[config.mk]
export PLATFORM = sky130hd
export DESIGN_NAME = argb_pixel_compositor
export DESIGN_NICKNAME = d
export VERILOG_FILES = /design/src/rtl/apc_pkg.sv /design/src/rtl/apc_mix.sv /design/src/rtl/apc_datapath.sv /design/src/rtl/argb_pixel_compositor.sv
export SDC_FILE = /design/constraint.sdc
export NUM_CORES = 1
export LEC_CHECK = 0
export BUFFER_PORTS_ARGS = -buffer_cell sky130_fd_sc_hd__buf_4
export CAP_MARGIN = 30
export CORE_MARGIN = 2
export CORE_UTILIZATION = 40
export DETAILED_ROUTE_END_ITERATION = 10
export PLACE_DENSITY = 0.56
export SYNTH_ARGS = -nofsm -noshare
export SYNTH_HDL_FRONTEND = slang
export SYNTH_SLANG_ARGS = --single-unit
[constraint.sdc]
create_clock -name clock -period 24.9 [get_ports clock]
set_clock_uncertainty 0.1 [all_clocks]
set_input_delay 3.735 -clock clock [delete_from_list [all_inputs] [get_ports clock]]
set_output_delay 3.735 -clock clock [all_outputs]
set_load 0.1 [all_outputs]
[src/rtl/apc_pkg.sv]
// types and constants shared by the argb pixel compositor
// no dependencies

package apc_pkg;

   // pixel format codes for both the source and the target register
   typedef enum logic [1:0] {
      FMT_XRGB  = 2'd0,
      FMT_ZRGB  = 2'd1,
      FMT_ARGB  = 2'd2,
      FMT_BARGB = 2'd3
   } fmt_type;

   // configuration register indexes
   localparam logic CSR_SOURCE_FORMAT = 1'b0;
   localparam logic CSR_TARGET_FORMAT = 1'b1;

   localparam logic [31:0] RGB_MASK  = 32'h00FF_FFFF;
   localparam logic [31:0] ALPHA_SET = 32'hFF00_0000;
   localparam logic [7:0]  FULL      = 8'd255;

   typedef struct packed {
      logic [31:0] source_pixel;
      logic [31:0] target_pixel;
   } req_type;

   typedef struct packed {
      logic [31:0] result_pixel;
      logic        write_enable;
   } rsp_type;

   typedef struct packed {
      fmt_type source_format;
      fmt_type target_format;
   } cfg_type;

   // truncated x / 255 for any 16-bit product of two bytes
   function automatic logic [7:0] div255(input logic [15:0] x);
      logic [16:0] sum;
      sum = {1'b0, x} + 17'd1 + {9'd0, x[15:8]};
      return sum[15:8];
   endfunction

endpackage

[src/rtl/apc_mix.sv]
// one channel of the over blend: s*a/255 + t*(255-a)/255, each term truncated
// depends on apc_pkg

module apc_mix (
   input  logic [7:0] src_chan,
   input  logic [7:0] tgt_chan,
   input  logic [7:0] alpha,
   output logic [7:0] mix_chan
);

   logic [15:0] src_prod;
   logic [15:0] tgt_prod;
   logic [7:0]  inv_alpha;
   logic [8:0]  mix_sum;

   assign inv_alpha = apc_pkg::FULL - alpha;
   assign src_prod  = 16'(src_chan) * 16'(alpha);
   assign tgt_prod  = 16'(tgt_chan) * 16'(inv_alpha);
   assign mix_sum   = {1'b0, apc_pkg::div255(src_prod)} + {1'b0, apc_pkg::div255(tgt_prod)};
   // the two terms never sum past 255
   assign mix_chan  = mix_sum[7:0];

endmodule

[src/rtl/apc_datapath.sv]
// mode selection and blend for one pixel pair, purely combinational
// depends on apc_pkg and apc_mix

module apc_datapath (
   input  apc_pkg::cfg_type cfg,
   input  apc_pkg::req_type req,
   output apc_pkg::rsp_type rsp
);

   logic [31:0] src;
   logic [31:0] tgt;
   logic [7:0]  alpha;
   logic        clear_alpha;
   logic [31:0] src_fixed;
   logic [7:0]  mix_r;
   logic [7:0]  mix_g;
   logic [7:0]  mix_b;
   logic [7:0]  mix_a;
   logic [7:0]  out_alpha;

   assign src         = req.source_pixel;
   assign tgt         = req.target_pixel;
   assign alpha       = src[31:24];
   assign clear_alpha = (cfg.target_format == apc_pkg::FMT_ZRGB);
   assign src_fixed   = clear_alpha ? (src & apc_pkg::RGB_MASK) : src;

   apc_mix u_mix_r (.src_chan(src[7:0]),   .tgt_chan(tgt[7:0]),   .alpha(alpha), .mix_chan(mix_r));
   apc_mix u_mix_g (.src_chan(src[15:8]),  .tgt_chan(tgt[15:8]),  .alpha(alpha), .mix_chan(mix_g));
   apc_mix u_mix_b (.src_chan(src[23:16]), .tgt_chan(tgt[23:16]), .alpha(alpha), .mix_chan(mix_b));
   // 255*a/255 is exactly a, so the same unit gives the over alpha
   apc_mix u_mix_a (.src_chan(apc_pkg::FULL), .tgt_chan(tgt[31:24]), .alpha(alpha),
                    .mix_chan(mix_a));

   assign out_alpha = clear_alpha ? 8'd0 : mix_a;

   always_comb begin
      rsp.result_pixel = tgt;
      rsp.write_enable = 1'b0;
      unique case (cfg.source_format)
         apc_pkg::FMT_BARGB: begin
            if (src[31]) begin
               rsp.result_pixel = src_fixed;
               rsp.write_enable = 1'b1;
            end
         end
         apc_pkg::FMT_ARGB: begin
            if (alpha == apc_pkg::FULL) begin
               rsp.result_pixel = src_fixed;
               rsp.write_enable = 1'b1;
            end else if (alpha != 8'd0) begin
               rsp.result_pixel = {out_alpha, mix_b, mix_g, mix_r};
               rsp.write_enable = 1'b1;
            end
         end
         apc_pkg::FMT_XRGB,
         apc_pkg::FMT_ZRGB: begin
            rsp.write_enable = 1'b1;
            priority if (cfg.target_format == apc_pkg::FMT_ARGB ||
                         cfg.target_format == apc_pkg::FMT_BARGB) begin
               rsp.result_pixel = (src & apc_pkg::RGB_MASK) | apc_pkg::ALPHA_SET;
            end else if (clear_alpha && cfg.source_format == apc_pkg::FMT_XRGB) begin
               rsp.result_pixel = src & apc_pkg::RGB_MASK;
            end else begin
               rsp.result_pixel = src;
            end
         end
         default: begin
            rsp.result_pixel = tgt;
            rsp.write_enable = 1'b0;
         end
      endcase
   end

endmodule

[src/rtl/argb_pixel_compositor.sv]
// top level of the argb pixel compositor: input, config and result registers
// depends on apc_pkg and apc_datapath

// usage
// - req channel: a pixel pair beat is taken at each rising edge with start high
//   and busy low; busy is high only while reset is held, so one beat per cycle
// - rsp channel: rsp_valid strobes for exactly one cycle with the new target
//   pixel and its write flag; the receiver has no way to stall the block
// - csr channel: csr_index 0 selects source_format, 1 selects target_format;
//   csr_ready is always high, writes take effect in the following cycle and should only be made
//   while no pixel beat is in flight
// data path: one input register, then the blend logic, then one result register
// throughput: one pixel pair per clock, set by the single blend stage
// reset: synchronous, clears both formats to xrgb and empties the pipeline;
//   beats in flight at reset are dropped

module argb_pixel_compositor (
   input  logic             clock,
   input  logic             reset,
   input  logic             start,
   output logic             busy,
   input  apc_pkg::req_type req_data,
   output logic             rsp_valid,
   output apc_pkg::rsp_type rsp_data,
   input  logic             csr_valid,
   output logic             csr_ready,
   input  logic             csr_index,
   input  logic [1:0]       csr_wdata
);

   apc_pkg::cfg_type cfg_ff;
   apc_pkg::cfg_type cfg_in;
   logic             in_valid_ff;
   apc_pkg::req_type in_ff;
   logic             out_valid_ff;
   apc_pkg::rsp_type out_ff;
   apc_pkg::rsp_type out_in;

   assign busy      = reset;
   assign csr_ready = 1'b1;

   // config register write
   always_comb begin
      cfg_in = cfg_ff;
      if (csr_valid && csr_ready) begin
         unique case (csr_index)
            apc_pkg::CSR_SOURCE_FORMAT: cfg_in.source_format = apc_pkg::fmt_type'(csr_wdata);
            apc_pkg::CSR_TARGET_FORMAT: cfg_in.target_format = apc_pkg::fmt_type'(csr_wdata);
            default: cfg_in = cfg_ff;
         endcase
      end
   end

   always_ff @(posedge clock) begin
      if (reset) begin
         cfg_ff.source_format <= apc_pkg::FMT_XRGB;
         cfg_ff.target_format <= apc_pkg::FMT_XRGB;
      end else begin
         cfg_ff <= cfg_in;
      end
   end

   // input register
   always_ff @(posedge clock) begin
      if (reset) begin
         in_valid_ff <= 1'b0;
      end else begin
         in_valid_ff <= start && !busy;
      end
   end

   always_ff @(posedge clock) begin
      if (start && !busy) begin
         in_ff <= req_data;
      end
   end

   // mode select and per channel blend
   apc_datapath u_datapath (
      .cfg (cfg_ff),
      .req (in_ff),
      .rsp (out_in)
   );

   // result register, strobe lasts one cycle
   always_ff @(posedge clock) begin
      if (reset) begin
         out_valid_ff <= 1'b0;
      end else begin
         out_valid_ff <= in_valid_ff;
      end
   end

   always_ff @(posedge clock) begin
      if (in_valid_ff) begin
         out_ff <= out_in;
      end
   end

   assign rsp_valid = out_valid_ff;
   assign rsp_data  = out_ff;

   // every accepted beat gives exactly one result after the input and result registers
   a_latency: assert property (@(posedge clock) disable iff (reset)
      (start && !busy) |-> ##2 rsp_valid)
      else $error("accepted beat produced no result");

   // no result without a beat in the input register the cycle before
   a_no_spurious: assert property (@(posedge clock) disable iff (reset)
      rsp_valid |-> $past(in_valid_ff))
      else $error("result strobe without a beat");

   // a result without a write carries the old target pixel
   a_keep_target: assert property (@(posedge clock) disable iff (reset)
      in_valid_ff |=> (!rsp_valid || rsp_data.write_enable ||
                       rsp_data.result_pixel == $past(in_ff.target_pixel)))
      else $error("unwritten pixel differs from target");

endmodule
Yosys cells after proc, flatten, opt, wreduce, memory -nomap -nowiden
Index checks and enable logic that the tools add are counted.

storage, ports and cells
  bits in registers = 103
  output and inout port bits = 36
  word-level logic and storage cells = 62

cells by class
  add/subtract/negate cells = 21
  $mul = 8
  eq/ne operators = 7
  mux-type cells = 8
  bitwise gates (word level) = 1
  reduce and logical (&&, ||, !) cells = 9

operators by type and width
  cell                   count
  $add 16x1->16 const B  8
  $add 16x8->16          8
  $mul 8x8->16           7
  $mux 33                3
  $pmux 33 s3            1
  $mux 32                3
  $add 8x8->8            4
  $mul 8x8->16 const A   1
  $eq 2x2->1 const B     4
  $eq 8x8->1 const B     1
  $mux 8                 1
  $reduce_bool 8->1      1
  $sub 8x8->8 const A    1
  $eq 2x1->1 const B     2
  $reduce_and 2->1       2
  $logic_and 1x1->1      2
  $logic_not 2->1        1
  $reduce_or 2->1        1
  $logic_not 1->1        1
  $logic_or 1x1->1       1
  $not 1->1              1

Longest topological paths before layout
Gate-level depths: netlist (run 1).

  word-level depth = 9
  gate-level depth with buffers = 40

Hierarchy
A second synthesis (run 1) with hierarchy kept.

second synthesis, totals
  cell total of the unflattened synthesis = 2895
  area total of the unflattened synthesis = 26561.7 um^2

by module, submodules not included
  module                         times used  cells an instance  area each (um^2)  seq. area each (um^2)
  apc_mix at u_datapath.u_mix_g  1           680                5650.4            0.0
  apc_mix at u_datapath.u_mix_b  1           634                5524.0            0.0
  apc_mix at u_datapath.u_mix_a  1           648                5501.5            0.0
  apc_mix at u_datapath.u_mix_r  1           607                5250.0            0.0
  argb_pixel_compositor          1           121                3169.3            3032.9
  apc_datapath                   1           205                1466.4            0.0

Worst setup path after synthesis (run 1)
No wires, ideal clock.

  kind = reg2reg
  start point = register in_ff[61] (netlist name)
  end point = register out_ff (netlist bit rsp_data[16]), data pin
  library setup time = 266 ps
  data arrival time = 8327 ps
  data required time = 24534 ps
  slack = 16206 ps
  cell stages (with the launch flop) = 36
  buffers on the path = 2
  period minus slack after synthesis = 8694 ps
  cells stage by stage = edfxtp_1 > clkbuf_1 > inv_1 > buf_1 > nand2_1 > fa_1 > fa_1 > inv_1 > fa_1 > inv_1 > fa_1 > inv_1 > ha_1 > o21ai_0 > o21ai_1 > a2111oi_0 > nor3_1 > xor2_1 > ha_1 > o21a_1 > o21ai_0 > nor2b_1 > o211a_1 > o31ai_2 > xnor2_1 > ha_1 > a21oi_1 > nor2b_1 > o21a_1 > o21a_1 > o41a_1 > xor3_1 > xnor2_1 > xnor3_1 > nor2_1 > o31ai_2

RTL lines
  element                 RTL line                     RTL
  start, declared         argb_pixel_compositor.sv:34  apc_pkg::req_type in_ff;
  start signal, assigned  argb_pixel_compositor.sv:74  in_ff <= req_data;
  end signal, assigned    argb_pixel_compositor.sv:96  out_ff <= out_in;
  end, declared           argb_pixel_compositor.sv:36  apc_pkg::rsp_type out_ff;

==> results of run 1 <==
[layout make-up]
cell class / instances / area (µm²)
Sequential cell: 103 / 3030
Inverter: 441 / 1660
Multi-Input combinational cell: 2119 / 19400
Fill cell: 5934 / 34200
Tap cell: 782 / 978
Timing Repair Buffer: 124 / 951
Clock inverter: 7 / 53.8
Antenna cell: 1 / 2.50
Clock buffer: 9 / 225
[layer usage]
metal	up-vias	part of all wire, %	track usage [%]
li1	9202	-	-
met1	9672	46	31.3
met2	535	46	37.3
met3	93	5.2	2.97
met4	0	2.9	7.07
met5	-	0	0
[per-stage QoR]
| step | hold WS (ns) | std cells | setup WS [ns] | util, % | area, µm² |
|---|---|---|---|---|---|
| floorplan | 0.344 | 2773 | 16.21 | - | 24500 |
| global placement | 0.373 | 3568 | 15.44 | 43.0 | 26000 |
| detailed placement | 0.375 | 3569 | 15.20 | 43.0 | 26000 |
| CTS | 0.386 | 3585 | 15.19 | 43.5 | 26300 |
| global route | 0.415 | 3585 | 14.56 | 43.5 | 26300 |
| finish | 0.387 | 3586 | 15.12 | 43.5 | 26300 |
[cell usage after synthesis (5+ instances only)]
cell	instances
o2111ai_1	9
o22ai_1	7
a31oi_1	12
a21oi_1	116
a211o_1	5
o211ai_1	20
clkbuf_1	90
a21o_1	45
a22o_1	13
nand3_1	30
o31ai_1	7
a22oi_1	8
a221oi_1	10
edfxtp_1	97
buf_4	8
a211oi_1	22
inv_1	437
and2_1	136
nor2_1	117
and3_1	6
nor3_1	32
o21bai_1	10
buf_1	10
nand4_1	11
nand2_1	209
xor2_1	52
ha_1	370
o21ai_0	105
fa_1	280
xnor2_1	113
dfxtp_1	6
nand2b_1	16
or3_1	7
o21a_1	25
nor2b_1	214
o21ai_1	9
[critical path, delay by kind of cell (launching register included)]
family	cells	cell delay (ns)
compound gates	12	2.62
simple gates	5	0.78
fa+ha+maj	7	2.91
buf+inv	5	1.21
xor+xnor	5	1.53
flops	1	0.34
[cells by family after synthesis]
family	Yosys count	synth area share, %
buffers and inverters	551	8.56
other	1	0.0153
muxes	5	0.209
AOI/OAI and AO/OA	484	13.4
and+or+nand+nor	808	17.3
xor gates and xnor gates	171	6.40
DFF	103	12.4
adders and majority gates	650	41.7
[sequential cells by signal, indices dropped and copies added, names as in the netlist]
signal / count
rsp_valid: 1
rsp_data: 33
in_valid_ff: 1
cfg_ff: 4
in_ff: 64
[how the worst max path moves through the flow]
stage          slack [ns]                start  cells after the start                endpoint
6_report            15.12  in_ff[60]$_DFFE_PP_                     34  rsp_data[16]$_DFFE_PP_
5_1_grt             14.56  in_ff[60]$_DFFE_PP_                     34  rsp_data[16]$_DFFE_PP_
4_1_cts             15.19  in_ff[60]$_DFFE_PP_                     34  rsp_data[16]$_DFFE_PP_
3_5_place_dp        15.20  in_ff[60]$_DFFE_PP_                     34  rsp_data[16]$_DFFE_PP_
3_3_place_gp        15.44  in_ff[60]$_DFFE_PP_                     34  rsp_data[16]$_DFFE_PP_
2_1_floorplan       16.21  in_ff[61]$_DFFE_PP_                     35  rsp_data[16]$_DFFE_PP_
[placed cells by master, fill, tap and decap left out, types with 5 or more instances in the layout]
master	Yosys	routed
clkinv_1	4	5
o21ai_1	9	9
a22o_1	13	13
a21o_1	45	45
xor2_1	52	52
and2_1	136	136
nand3_1	30	30
edfxtp_1	97	97
fa_1	280	280
a211o_1	5	5
inv_1	437	437
a211oi_1	22	22
o21a_1	25	25
a31oi_1	12	12
o211ai_1	20	20
or3_1	7	7
nand2b_1	16	16
nand4_1	11	11
a21oi_1	116	116
dfxtp_1	6	5
clkbuf_16	0	9
nor3_1	32	32
a221oi_1	10	10
o31ai_1	7	7
ha_1	370	370
o21bai_1	10	10
xnor2_1	113	113
a22oi_1	8	8
nor2b_1	214	213
buf_4	8	123
nor2_1	117	117
nand2_1	209	209
o21ai_0	105	105
and3_1	6	6
o22ai_1	7	7
o2111ai_1	9	9
==> summary.md, run 1 <==
| Metric | Value |
|---|---|
| Highest Clock Rate | `102 MHz` |
| Clock Tree Buf Depth | `2` |
| Synth cell types | `96` |
| Area leader, netlist | `fa_1` |
| Hold endpoint | `cfg_ff[0]$_SDFFE_PP0P_` |
| Post-synth EDFFs | `97` |
| Post-layout min period | `roughly 10 ns` |
| Data required, critical path | `approximately 25 ns` |
| Worst-path maximum fanout | `54` |
| Worst reg2reg path startpoint | `in_ff[60]$_DFFE_PP_` |
| Max-capacitance violation count | `0` |
| FF-to-FF path depth | `34` |
| Die area | `approximately 63000 µm²` |
| Worst slew margin | `between 40% and 50%` |
| DR WL/cell | `19.7 µm` |
| Crit path arrival time | `~10 ns` |
| Final setup TNS | `0 ns` |
| Clk Latency, worst-skew pair | `between 0.4 and 0.5 ns` |
| Initial Util | `roughly two fifths` |
| IO Count | `approximately 110` |
| Vias in the first global route | `20300` |
| DP Wirelength | `approximately 55000 µm` |
| Synth top area cells | `fa_1 (23%), ha_1 (19%), edfxtp_1 (12%)` |
| Core Area | `between 60000 and 70000 µm²` |
| GP Congestion | `between 0.9 and 1` |
| Slowest cell on the critical path | `buf_4` |
| Die height | `252 µm` |
| Final #Nets | `3519` |
| Post-Synthesis Cell Area | `about 25000 µm²` |
| Final Hold Viols | `0` |
| Ys Warns | `0` |
| Total CTS buffers | `9` |
| # rows | `90` |
| Clk sinks | `about 100` |
| Final setup violation count | `0` |
| Slowest stage delay, CP | `a little under 0.6 ns` |
| Clock transition at path regs | `around 0.08 ns` |
| Worst r2r dst | `rsp_data[16]$_DFFE_PP_` |
| H-Tree Depth | `3` |
| Clock root cell | `clkbuf_16` |
| CTS tree | `done` |
| RSZ-0062 raised after global routing | `false` |
| Worst-Margin Slew | `between 0.8 and 0.9 ns` |
| PortBufs | `roughly 110` |
| Initial antenna violation count | `0` |
| Register area share after synthesis | `around 12%` |
| Synth Area per Inst | `around 8.8 µm²` |
| Syn Nets | `around 3500` |
| Final wirelength | `slightly above 70000 µm` |
| Fin crit share | `just under 40%` |
| Area growth, synth to finish | `7.23%` |
| Hold wc startpoint | `cfg_ff[0]$_SDFFE_PP0P_` |
| Largest net degree at the start of global routing | `59` |
| DRC Markers | `0` |
| Worst hold path depth | `2` |
| Min-delay worst type | `reg2reg` |
| Run status | `finished, final reports clean` |
| Share of cells above drive strength 1 | `roughly 6.5%` |
| Share of the synthesized area in the top cell type | `between 20% and 30%` |
| Asr flop ratio synth | `0%` |
| Seq cells post-synth | `between 100 and 150` |
| Crit path launch type | `flip-flop` |
| Postcts setup bufs | `0` |
| R2R Setup Slk | `15.12 ns` |
| Mean number of vias per cell | `~5.4` |
| Drt pass-1 iters | `6` |
| Cts hold-fix bufs | `0` |
| Vias | `around 20000` |
| Post_cts resized | `0` |
| Global-route wire length before repair | `around 110000 µm` |
| Critical path class | `reg2reg` |
| GRT Total Usage | `a little under a quarter` |
| Die W | `between 200 and 300 µm` |
| Mapped Cells | `2773` |
| Max Slew Vio Count | `0` |
| Synth Flop Type | `edfxtp_1` |
| Setup crit end kind | `flip-flop` |
| Drt first-iter violations | `~1300` |
| Final ANT Viol Nets | `0` |
| GRT overflow | `0` |
Power of run 1 is left out: the tool's default activity adds up to more than one toggle a clock period on the data nets, which glitch-free logic cannot reach.
==> inputs of run 2 (changes only) <==
--- a/config.mk
+++ b/config.mk
@@ -10,7 +10,7 @@
 export CORE_MARGIN = 2
 export CORE_UTILIZATION = 40
 export DETAILED_ROUTE_END_ITERATION = 10
-export PLACE_DENSITY = 0.56
+export PLACE_DENSITY = 0.58
 export SYNTH_ARGS = -nofsm -noshare
 export SYNTH_HDL_FRONTEND = slang
 export SYNTH_SLANG_ARGS = --single-unit
==> constraint.sdc (replaced) <==
create_clock -name clock -period 8.25 [get_ports clock]
set_clock_uncertainty 0.1 [all_clocks]
set_input_delay 1.2375 -clock clock [delete_from_list [all_inputs] [get_ports clock]]
set_output_delay 1.2375 -clock clock [all_outputs]
set_load 0.1 [all_outputs]
==> run 2 against run 1 <==
  * The flow now finishes with violations (setup timing)
  * Non-clock buffer count up 215
  * Via count is 3.9% higher
  * Die area unchanged
  * Largest cell class unchanged
==> summary.md, run 2 (synthesized netlist as in run 1, its figures left out) <==
| Metric | Value |
|---|---|
| Drt pass-1 iters | `5` |
| Clk sinks | `between 100 and 150` |
| Biggest register | `in_ff` |
| Final setup TNS | `-0.149 ns` |
| DP Wirelength | `approximately 57000 µm` |
| Core Area | `60500 µm²` |
| Final ANT Viol Nets | `0` |
| Die height | `around 250 µm` |
| Hold endpoint | `rsp_data[10]$_DFFE_PP_` |
| Worst r2r dst | `rsp_data[8]$_DFFE_PP_` |
| H-Tree Depth | `3` |
| Setup ws final | `-0.0629 ns` |
| Vias in the first global route | `about 21000` |
| Run status | `finished, violations left` |
| DR WL/cell | `18.9 µm` |
| Largest net degree at the start of global routing | `43` |
| Crit. path cell count | `37` |
| Max reg flops | `64` |
| Layout fillers | `around 5600` |
| Hold wc startpoint | `in_valid_ff$_SDFF_PP0_` |
| Die area | `between 60000 and 70000 µm²` |
| Highest Clock Rate | `~120 MHz` |
| Critical path class | `reg2reg` |
| Clock Tree Buf Depth | `2` |
| Crit path arrival time | `between 8 and 9 ns` |
| Die W | `252 µm` |
| CTS tree | `done` |
| RSZ-0062 raised after global routing | `true` |
| Max-capacitance violation count | `0` |
| Data required, critical path | `about 8.3 ns` |
| Slowest stage delay, CP | `0.57 ns` |
| DRC Markers | `0` |
| CP bufs+invs | `7` |
| Final #Nets | `around 3700` |
| Final wirelength | `between 70000 and 80000 µm` |
| Initial antenna violation count | `1` |
| Final Hold Viols | `0` |
| # diodes | `0` |
| Commonest non-fill, non-tap cell in the layout | `inv_1` |
| Area growth, synth to finish | `18.2%` |
| Vias | `just over 20000` |
| Slowest cell on the critical path | `fa_1` |
| Min-delay worst type | `reg2reg` |
| Violated checks | `setup timing` |
| PortBufs | `between 100 and 150` |
| Top delay family on crit path | `adder cells` |
| Mean number of vias per cell | `between 5 and 6` |
| GRT Total Usage | `22.9%` |
| Setup crit end kind | `flip-flop` |
| Max Slew Vio Count | `0` |
| Worst-path maximum fanout | `5` |
| Worst-Margin Slew | `approximately 1.1 ns` |
| Crit path launch type | `flip-flop` |
| IO Count | `roughly 110` |
| Share of cells above drive strength 1 | `17.8%` |
| Fin crit share | `101%` |
| Worst reg2reg path startpoint | `in_ff[63]$_DFFE_PP_` |
| Worst slew margin | `28.0%` |
| Initial Util | `between 40% and 50%` |
| Clock transition at path regs | `roughly 0.08 ns` |
| R2R Setup Slk | `-0.06 ns` |
| Clock root cell | `clkbuf_16` |
| GP Congestion | `approximately 0.9` |
| Final setup violation count | `4` |
| FF-to-FF path depth | `37` |
| Drt first-iter violations | `1373` |
| Clk Latency, worst-skew pair | `0.41 ns` |
| Global-route wire length before repair | `113000 µm` |
| Total CTS buffers | `9` |
| # rows | `90` |
| Cts hold-fix bufs | `0` |
| Post-layout min period | `approximately 8.3 ns` |
| Commonest non-fill, non-tap cells in the layout | `inv_1 (428), ha_1 (354), buf_4 (305)` |
| Worst hold path depth | `0` |
| GRT overflow | `0` |
## run 2: what timing repair did
item | CTS | global route
buffers inserted | 21 | 37
setup endpoints to repair | 6 | 20
pin swaps | 14 | 103
hold endpoints to repair | 0 | 0
gates resized for setup | 30 | 179
cloned | 3 | 1
## run 2: final cells by class
class	count	area [µm²]	area share, %
flip-flops and latches	103	3030	10.5
multi-input cells	2119	20100	69.3
repair buffers	339	2880	9.94
inverters	441	1660	5.72
clock buffers	9	225	0.776
well taps	782	978	3.37
clock inverters	6	118	0.405
## run 2: how the worst max path moves through the flow
| stage | slack, ns | from | to |
|---|---|---|---|
| detailed placement | -0.23 | in_ff[63]$_DFFE_PP_ | rsp_data[8]$_DFFE_PP_ |
| floorplan | -0.03 | in_ff[62]$_DFFE_PP_ | rsp_data[16]$_DFFE_PP_ |
| global placement | -0.16 | in_ff[63]$_DFFE_PP_ | rsp_data[16]$_DFFE_PP_ |
| CTS | -0.04 | in_ff[58]$_DFFE_PP_ | rsp_data[16]$_DFFE_PP_ |
| finish | -0.06 | in_ff[63]$_DFFE_PP_ | rsp_data[8]$_DFFE_PP_ |
| global route | -0.48 | in_ff[59]$_DFFE_PP_ | rsp_data[24]$_DFFE_PP_ |
## run 2: routing by layer
layer | share of wire, % | track usage [%]
met1 | 45 | 30.5
met2 | 47 | 38.2
met3 | 5.6 | 3.94
met4 | 2.7 | 6.53
met5 | 0 | 0
## run 2: stage by stage
| stage | setup slack, ns | hold WS, ns | cell area [µm²] | util (%) | instances |
|---|---|---|---|---|---|
| after floorplan | -0.0307 | 0.344 | 24600 | - | 2773 |
| after global placement | -0.164 | 0.500 | 27300 | 45.1 | 3721 |
| after detailed placement | -0.227 | 0.456 | 27300 | 45.2 | 3724 |
| after CTS | -0.0403 | 0.465 | 28000 | 46.4 | 3763 |
| after global routing | -0.484 | 0.473 | 29000 | 48.0 | 3799 |
| final | -0.0629 | 0.452 | 29000 | 48.0 | 3799 |
## run 2: worst reg2reg max path: cells and delay by family (launching register included)
family / cells / cell delay (ns)
AO/OA/AOI/OAI: 13 / 2.53
XOR/XNOR: 5 / 0.78
adder cells (fa/ha/maj): 7 / 2.88
buffers and inverters: 7 / 0.64
flip-flops: 1 / 0.49
AND/OR/NAND/NOR: 5 / 0.62
Power of run 2 is left out for the same reason.
